File: src/sv/tope_pkg.sv
// Shared types and constants for the twin-output plant with event trigger.
`default_nettype none

package tope_pkg;

    localparam int COEF_W     = 16;
    localparam int IO_W       = 32;
    localparam int GAP_W      = 16;
    localparam int TAPS       = 6;
    localparam int CFG_ADDR_W = 8;
    localparam int CFG_DATA_W = 64;

    localparam logic [CFG_ADDR_W-1:0] CFG_COEF_OUT1_OWN   = 8'd0;
    localparam logic [CFG_ADDR_W-1:0] CFG_COEF_OUT2_OWN   = 8'd1;
    localparam logic [CFG_ADDR_W-1:0] CFG_COEF_CROSS      = 8'd2;
    localparam logic [CFG_ADDR_W-1:0] CFG_SETPOINTS       = 8'd3;
    localparam logic [CFG_ADDR_W-1:0] CFG_THRESHOLDS      = 8'd4;
    localparam logic [CFG_ADDR_W-1:0] CFG_MAX_INTERVALS   = 8'd5;
    localparam logic [CFG_ADDR_W-1:0] CFG_EVENT_MODE      = 8'd6;
    localparam logic [CFG_ADDR_W-1:0] CFG_INITIAL_OUTPUTS = 8'd7;

    localparam logic CMD_TICK    = 1'b0;
    localparam logic CMD_RESTART = 1'b1;

    typedef struct packed {
        logic                   cmd;
        logic signed [IO_W-1:0] drive_one;
        logic signed [IO_W-1:0] drive_two;
    } in_item_t;

    typedef struct packed {
        logic signed [IO_W-1:0]  out_one;
        logic signed [IO_W-1:0]  out_two;
        logic                    fire_one;
        logic                    fire_two;
        logic                    fire_any;
        logic        [GAP_W-1:0] gap_one;
        logic        [GAP_W-1:0] gap_two;
    } out_item_t;

endpackage

`default_nettype wire

File: src/sv/tope_trig.sv
// Send-on-delta trigger decision and interval counter update for one output.
`default_nettype none

module tope_trig
    import tope_pkg::*;
#(
    parameter int DATA_WIDTH  = 32,
    parameter int COUNT_WIDTH = 16
) (
    input  wire logic signed [DATA_WIDTH-1:0]  y,
    input  wire logic signed [IO_W-1:0]        setpoint,
    input  wire logic signed [IO_W-1:0]        threshold,
    input  wire logic        [COUNT_WIDTH-1:0] count,
    input  wire logic        [GAP_W-1:0]       max_interval,
    input  wire logic                          event_mode,
    output logic                               fire,
    output logic             [COUNT_WIDTH-1:0] count_next
);

    localparam int DW = ((DATA_WIDTH > IO_W) ? DATA_WIDTH : IO_W) + 2;
    localparam int CW = (COUNT_WIDTH > GAP_W) ? COUNT_WIDTH : GAP_W;
    localparam logic [COUNT_WIDTH-1:0] COUNT_TOP = '1;
    localparam logic [COUNT_WIDTH-1:0] COUNT_ONE = COUNT_WIDTH'(1);

    logic signed [DW-1:0] diff;
    logic signed [DW-1:0] dev_abs;
    logic                 near_miss;
    logic                 overdue;

    always_comb begin
        diff      = DW'(y) - DW'(setpoint);
        dev_abs   = (diff < 0) ? -diff : diff;
        near_miss = dev_abs >= DW'(threshold);
        overdue   = CW'(count) >= CW'(max_interval);
        fire      = !event_mode || near_miss || overdue;
        if (fire) begin
            count_next = COUNT_ONE;
        end else if (count == COUNT_TOP) begin
            count_next = count;
        end else begin
            count_next = count + COUNT_ONE;
        end
    end

endmodule

`default_nettype wire

File: config.mk
export PLATFORM = sky130hd
export DESIGN_NAME = tope_trig
export DESIGN_NICKNAME = d
export VERILOG_FILES = /design/src/sv/tope_pkg.sv /design/src/sv/tope_trig.sv
export SDC_FILE = /design/constraint.sdc
export NUM_CORES = 1
export LEC_CHECK = 0
export BUFFER_PORTS_ARGS = -buffer_cell sky130_fd_sc_hd__buf_4
export CAP_MARGIN = 10
export CORE_ASPECT_RATIO = 1.5
export CORE_MARGIN = 1.5
export CORE_UTILIZATION = 30
export DETAILED_ROUTE_END_ITERATION = 8
export GPL_TIMING_DRIVEN = 0
export PLACE_DENSITY = 0.54
export SETUP_SLACK_MARGIN = 0.15
export SLEW_MARGIN = 10
export SYNTH_ARGS = -nofsm -noshare
export SYNTH_HDL_FRONTEND = slang
export SYNTH_SLANG_ARGS = --single-unit
File: constraint.sdc
create_clock -name vclk -period 5.2
set_input_delay 0.26 -clock vclk [all_inputs]
set_output_delay 0.26 -clock vclk [all_outputs]
set_load 0.02 [all_outputs]
# ---- Word-level counts from Yosys, hierarchy flattened
# Index checks and enable logic that the tools add are counted.
dict set report op_classes {
  add_sub_neg 3
  magnitude_cmp 3
  eq_ne 1
  mux 3
  reduce_logical 3
}
# operator count
set ops {}
lappend ops {{$ge A34 B32 Y1} 1}
lappend ops {{$mux W34} 1}
lappend ops {{$neg A33 Y34} 1}
lappend ops {{$lt A33 B1 Y1 const B} 1}
lappend ops {{$sub A32 B32 Y33} 1}
lappend ops {{$mux W16} 2}
lappend ops {{$add A16 B1 Y16 const B} 1}
lappend ops {{$eq A16 B16 Y1 const B} 1}
lappend ops {{$ge A16 B16 Y1} 1}
lappend ops {{$logic_or A1 B1 Y1} 2}
lappend ops {{$logic_not A1 Y1} 1}
dict set report totals {
  reg_bits 0
  input_bits 129
  output_inout_bits 17
}

# ---- Longest topological paths before layout
# Gate-level depths: netlist of run 1.
dict set report depth {
  ltp_word 7
  mapped_depth 24
  ltp_nobuf 22
}

# ---- Worst setup path before layout of run 1
# OpenSTA, ideal clock, no wires.
dict set report synth_timing {
  path_type {input to output}
  start {input y[0]}
  end {output count_next[10]}
  arrival_time_ns 5.737
  slack_ns -0.797
  stages 24
  path_buffers 2
  path_cell_list {inv_1 -> ha_1 -> fa_1 -> nand2b_2 -> a211oi_4 -> o211a_1 -> o211ai_1 -> a211oi_1 -> o31a_1 -> a2bb2oi_1 -> buf_2 -> a21oi_1 -> xor2_1 -> ha_1 -> a21o_1 -> a21o_1 -> a21o_1 -> a21o_1 -> a211o_1 -> a221o_1 -> a221oi_2 -> xor2_1 -> buf_2 -> nor4_1}
}
dict set report synth_between {
  elab_chain_cells 7
  word_cells_on_any_way 8
  classes_between {add/sub: 2; order compare: 2; mux: 2; reduce/logical: 2}
}
# element line_no
set synth_lines {}
lappend synth_lines {{start, declared} tope_trig.sv:10} ;# input wire logic signed [DATA_WIDTH-1:0] y,
lappend synth_lines {{$sub A32 B32 Y33 (*)} tope_trig.sv:31} ;# diff = DW'(y) - DW'(setpoint);
lappend synth_lines {{$neg A33 Y34 or $lt A33 B1 Y1 (tied branches)} tope_trig.sv:32} ;# dev_abs = (diff < 0) ? -diff : diff;
lappend synth_lines {{$mux W34 (*)} tope_trig.sv:32}
lappend synth_lines {{$ge A34 B32 Y1 (*)} tope_trig.sv:33} ;# near_miss = dev_abs >= DW'(threshold);
lappend synth_lines {{$logic_or A1 B1 Y1 (*) (2 in series)} tope_trig.sv:35} ;# fire = !event_mode || near_miss || overdue;
lappend synth_lines {{$mux W16 (*)} tope_trig.sv:36} ;# if (fire) begin
lappend synth_lines {{end, declared} tope_trig.sv:17} ;# output logic [COUNT_WIDTH-1:0] count_next
# Every way passes the cells marked *; elsewhere a longest branch is shown, timed or not.

# ---- Final worst setup path of run 1
dict set report layout_timing {
  start {input y[0]}
  end {output fire}
}
dict set report layout_between {
  elab_chain_cells 6
  word_cells_on_any_way 7
  classes_between {add/sub: 2; order compare: 2; mux: 1; reduce/logical: 2}
}
# element line_no
set layout_lines {}
lappend layout_lines {{$sub A32 B32 Y33 (*)} tope_trig.sv:31}
lappend layout_lines {{$neg A33 Y34 or $lt A33 B1 Y1 (tied branches)} tope_trig.sv:32}
lappend layout_lines {{$mux W34 (*)} tope_trig.sv:32}
lappend layout_lines {{$ge A34 B32 Y1 (*)} tope_trig.sv:33}
lappend layout_lines {{$logic_or A1 B1 Y1 (*) (2 in series)} tope_trig.sv:35}
lappend layout_lines {{end, declared} tope_trig.sv:16} ;# output logic fire,
# Marked as above.

==> results by group, run 1 <==
Yosys
  • Post-synth top cells: inv_1, ha_1, a21oi_1, nand2_1, nor2_1
  • Top-count cell post-synth: inv_1
  • Synth area leaders: ha_1, inv_1, xnor2_1, a21oi_1, a21o_1
  • Yosys warning count: 0
  • Synth cell types: 82
  • Syn Area/Cell: 6.86 sq um
  • Post-Syn Nets: 906
  • Post-Syn Instances: 692
  • Largest family of logic cells by synthesized area: compound AO/OA/AOI/OAI gates
  • Post-synthesis mux area share: 0.870%
  • Area leader, netlist: ha_1
  • Sequential share of the synthesized area: 0%
  • Post-synthesis xor/xnor area fraction: 10.1%
  • Mapped cell area: 4740 sq um
  • Adder-Cell Fraction of Synth Area: 22.6%
  • Area share of the largest cell type after synthesis: 22.2%
  • Synth Area in Compound Gates: 30.5%
  • Simple-Gate Fraction of Synth Area: 26.6%

Timing
  • Fin crit share: 112%
  • Slack of the critical path: -0.648 ns
  • Max_slew headroom: 20.9%
  • Final setup viols: 17
  • Worst-margin pin slew: 1.19 ns
  • Final hold slack: 0.937 ns
  • RSZ-0062 raised after global routing: true
  • Final Hold Viols: 0
  • Final slew viol count: 0
  • Max Freq: 171 MHz
  • Fin crit period: 5.85 ns
  • Setup TNS: -10.41 ns

Layout
  • Reg area: 0 sq um
  • Layout cells sized above 1: 30.9%
  • FFs & Latches: 0
  • Ant diodes: 0
  • # clk buffers: 0
  • Synth-to-Final Area Change: 42.9%
  • Layout Nets: 1080
  • Final Util: 43.6%

Floorplanning
  • Io pins: 146
  • Die area: 16600 sq um
  • Starting density of the core: 30.5%
  • Cell row count: 56
  • Die Wd: 106 microns
  • Core area: 15600 sq um
  • Die Ht: 157 microns

Setup path
  • Crit path capture type: output pin
  • WP buf/inv: 6
  • Top cell by count, worst path: a21o_1
  • Critical path data required time: 4.94 ns
  • Arr. time, crit path: 5.59 ns
  • CP max stage cell: fa_2
  • Setup CP Type: in2out
  • Crit path max-delay family: compound AO/OA/AOI/OAI gates
  • Worst-path maximum fanout: 5
  • Startpoint Class: input port
  • Crit-path max cell delay: 0.36 ns

Routing
  • Initial DRT Pass Iterations: 4
  • Final Routed Wirelength: 15100 microns
  • Post-route ant nets: 0
  • Via Count: 5535
  • Starting DRC count in detailed routing: 142
  • DRC: 0
  • Avg WL per Cell: 14.1 microns
  • Routed vias/inst: 5.19

Run
  • Max-cap viol count: 0

GRT
  • Antenna violations before repair: 0
  • Vias in the first global route: 5239
  • GRT Overall Usage: 17.4%
  • Largest net degree at the start of global routing: 11
  • First-pass GRT wire length: 24300 microns
  • Total grt overflow: 0

Power
  • Net switching fraction of the power: 53.6%
  • Seq pwr share: 0%
  • NetSw: 518 uW
  • Max VDD drop: 0.0619 mV
  • Clock network power share: 0%
  • Power density over the cells: 143 nW/um^2
  • Leak: 0.00333 uW
  • Comb power frac: 100.0%
  • Int Power: 449 uW
  • Pwr Total: 967 uW

Place
  • Final Wtd Congestion: 0.835
  • PortBufs: 146
  • Post-DP HPWL: 12900 microns

Hold path
  • Hold Crit Depth: 4
  • Worst Hold End: count_next[3]
  • HP Class: in2out
  • Min-Delay Startpoint: count[3]

Status
  • Outcome: complete, but fails checks
  • Failing checks: negative setup slack

Clocking
  • # hold bufs at CTS: 0
[through the flow]
step	area, sq um	cells	setup WS, ns
6_report	6780	1067	-0.648
5_1_grt	6780	1067	-0.865
4_1_cts	6660	1059	-0.662
3_5_place_dp	6340	1041	-1.30
3_3_place_gp	6340	1041	-1.28
2_1_floorplan	4990	692	-0.298
[final cells by class]
type	count	area [sq um]
Fill cell	1689	8770
Multi-Input combinational cell	580	4710
Tap cell	203	254
Inverter	91	349
Timing Repair Buffer	172	1340
Buffer	21	126
[routing by layer]
metal	GRT usage, %	wire length (microns)	up-vias
met1	19.6	6140	2497
met4	2.83	305	0
met3	0.538	528	14
met2	36.1	8120	135
met5	0	0	-
li1	-	-	2889
[logic make-up after synthesis]
| logic type | Yosys count |
|---|---|
| simple gates | 229 |
| compound gates | 207 |
| buf+inv | 112 |
| fa+ha+maj | 85 |
| xor+xnor | 54 |
| mux | 4 |
| other cells | 1 |
[cell usage in the layout (no fill, tap or decap), types with 7 or more instances in the layout]
cell type / n
buf_4: 165
a21oi_2: 7
o21ai_1: 10
a21o_1: 29
nor2_1: 38
clkbuf_1: 9
a21oi_1: 48
nand3_1: 24
and4_1: 9
nand4_1: 19
o21ai_0: 31
nor3_1: 10
nand2_1: 45
inv_1: 90
nor4_4: 11
buf_2: 7
o211ai_1: 8
ha_1: 82
xor2_1: 18
and3_1: 13
xnor2_1: 33
[worst min-delay path: cells and delay by family]
family                    cells  cell delay (ns)
xor gates and xnor gates      1             0.13
buffers and inverters         2             0.25
and+or+nand+nor               1             0.04
[what timing repair did]
item	in CTS	in global routing
pin swaps	17	19
cloned	1	0
buffers inserted	17	8
setup endpoints to repair	17	17
gates resized for setup	31	18
[power groups by stage]
stage	logic [uW]	clock network, uW	registers, uW
after global routing	1080	0	0
after CTS	954	0	0
after detailed placement	882	0	0
after floorplan	639	0	0
after global placement	873	0	0
final	967	0	0
[worst max-delay path by stage]
stage / cells after the start / start / slack, ns / end
2_1_floorplan: 22 / y[0] / -0.30 / count_next[10]
3_3_place_gp: 23 / y[7] / -1.28 / count_next[9]
3_5_place_dp: 23 / y[7] / -1.30 / count_next[9]
4_1_cts: 25 / y[0] / -0.66 / fire
5_1_grt: 25 / y[0] / -0.86 / fire
6_report: 26 / y[0] / -0.65 / fire
No activity file was read; power rests on OpenSTA's default activity.
==> inputs of run 2 (changes only) <==
--- a/config.mk
+++ b/config.mk
@@ -7,12 +7,11 @@
 export LEC_CHECK = 0
 export BUFFER_PORTS_ARGS = -buffer_cell sky130_fd_sc_hd__buf_4
 export CAP_MARGIN = 10
-export CORE_ASPECT_RATIO = 1.5
-export CORE_MARGIN = 1.5
-export CORE_UTILIZATION = 30
+export CORE_ASPECT_RATIO = 2
+export CORE_UTILIZATION = 40
 export DETAILED_ROUTE_END_ITERATION = 8
 export GPL_TIMING_DRIVEN = 0
-export PLACE_DENSITY = 0.54
+export PLACE_DENSITY = 0.68
 export SETUP_SLACK_MARGIN = 0.15
 export SLEW_MARGIN = 10
 export SYNTH_ARGS = -nofsm -noshare
==> run 2 against run 1 <==
Net effect:
- the flow still finishes with violations (negative setup slack)
- via count rose by 5.6%
- count of clock-buffer cells in the layout did not move
- wire length rose by 5.0%
- critical endpoint is now count_next[10]
- largest cell class unchanged
- total power rose by 2.1%
- critical path depth did not move
- critical path type unchanged
- fmax fell by 1.4%
- final area fell by 0.96%
- final cell count fell by 5.5%
- non-clock buffer count rose by 2
==> results by group, run 2 (synthesized netlist as in run 1, its figures left out) <==
Status
  • Outcome: complete, but fails checks
  • Failing checks: negative setup slack

Layout
  • # clk buffers: 0
  • Layout Nets: 1082
  • FFs & Latches: 0
  • Layout Cells excl Fill: 1008
  • Finished Cell Area: 6720 sq um
  • Reg area: 0 sq um
  • Synth-to-Final Area Change: 41.6%
  • Most frequent cells in the layout: buf_4, inv_1, ha_1, a21oi_1, nand2_1
  • Commonest non-fill, non-tap cell in the layout: buf_4
  • Layout cells sized above 1: 30.4%
  • Fillcell total: 1084
  • Ant diodes: 0

GRT
  • GRT Overall Usage: 24.8%
  • Antenna violations before repair: 0
  • Vias in the first global route: 5725
  • Total grt overflow: 0
  • First-pass GRT wire length: 25100 microns
  • Largest net degree at the start of global routing: 11

Floorplanning
  • Core area: 11400 sq um
  • Die Ht: 156 microns
  • Die Wd: 79.0 microns
  • Io pins: 146
  • Die area: 12300 sq um
  • Starting density of the core: 41.5%
  • Cell row count: 55

Timing
  • Worst-margin pin slew: 1.14 ns
  • Max Freq: 169 MHz
  • Fin crit period: 5.93 ns
  • Fin crit share: 114%
  • Final Hold Viols: 0
  • Final slew viol count: 0
  • Slack of the critical path: -0.730 ns
  • RSZ-0062 raised after global routing: true
  • Final setup viols: 17
  • Max_slew headroom: 23.7%

Setup path
  • Crit-path max cell delay: 0.36 ns
  • CP max stage cell: a221o_1
  • Startpoint Class: input port
  • Setup CP Type: in2out
  • Arr. time, crit path: 5.67 ns
  • Critical path data required time: 4.94 ns
  • Worst-path maximum fanout: 5
  • Top cell by count, worst path: a21o_1
  • Crit path capture type: output pin

Power
  • Power density over the cells: 147 nW/um^2
  • Pwr Total: 987 uW
  • Leak: 0.00333 uW
  • Max VDD drop: 0.0874 mV

Place
  • Post-DP HPWL: 13200 microns
  • Placed insts: 980
  • PortBufs: 146
  • Placed Instance Area: 6270 sq um
  • Final Wtd Congestion: 0.941

Routing
  • Routed vias/inst: 5.80
  • DRC: 0
  • Post-route ant nets: 0
  • Via Count: 5844
  • Starting DRC count in detailed routing: 162
  • Initial DRT Pass Iterations: 5
  • Avg WL per Cell: 15.7 microns
  • Final Routed Wirelength: 15800 microns

Hold path
  • HP Class: in2out

Run
  • Max-cap viol count: 0
run 2: per-stage QoR:
step / util [%] / hold slack (ns) / setup TNS, ns / setup WS (ns)
floorplan: - / 0.698 / -4.71 / -0.298
global placement: 54.9 / 0.940 / -19.25 / -1.24
detailed placement: 54.9 / 0.944 / -19.81 / -1.28
CTS: 57.6 / 0.948 / -10.00 / -0.609
global route: 58.8 / 0.977 / -14.69 / -0.902
finish: 58.8 / 0.956 / -11.76 / -0.730
run 2: timing repair:
action / in CTS / in global routing
setup endpoints to repair: 17 / 17
pin swaps: 25 / 4
cloned: 0 / 1
gates resized for setup: 33 / 10
hold buffers: 0 / 0
setup buffers: 21 / 6
run 2: report_power, final:
group | total [uW] | switching, uW | internal, uW
clock | 0 | 0 | 0
sequential | 0 | 0 | 0
combinational | 987 | 534 | 454
total | 987 | 534 | 454
run 2: final cells by class:
class	instances	area [sq um]	share of cell area, %
plain buffers	21	126	1.88
well taps	142	178	2.65
multi-input cells	580	4710	70.2
repair buffers	174	1350	20.1
inverters	91	349	5.20
run 2: worst max-delay path, delay by kind of cell:
kind | cells | cell delay [ns]
AOI/OAI and AO/OA | 12 | 2.69
xor gates and xnor gates | 2 | 0.50
adders and majority gates | 3 | 0.82
buffers and inverters | 6 | 0.94
and+or+nand+nor | 3 | 0.46
run 2: final timing paths:
check | endpoint | cells after the start | from | slack [ns]
worst min-delay path | count_next[3] | 4 | count[3] | 0.96
worst max-delay path | count_next[10] | 26 | y[0] | -0.73
run 2: layer usage:
metal | global-route usage (%) | part of all wire, % | vias to the layer above | wire, microns
met1 | 22.6 | 34 | 2708 | 5390
met5 | 0 | 0 | - | 0
met4 | 10.3 | 4.5 | 0 | 711
li1 | - | - | 2893 | -
met3 | 0.994 | 3.8 | 50 | 602
met2 | 53.2 | 58 | 193 | 9140
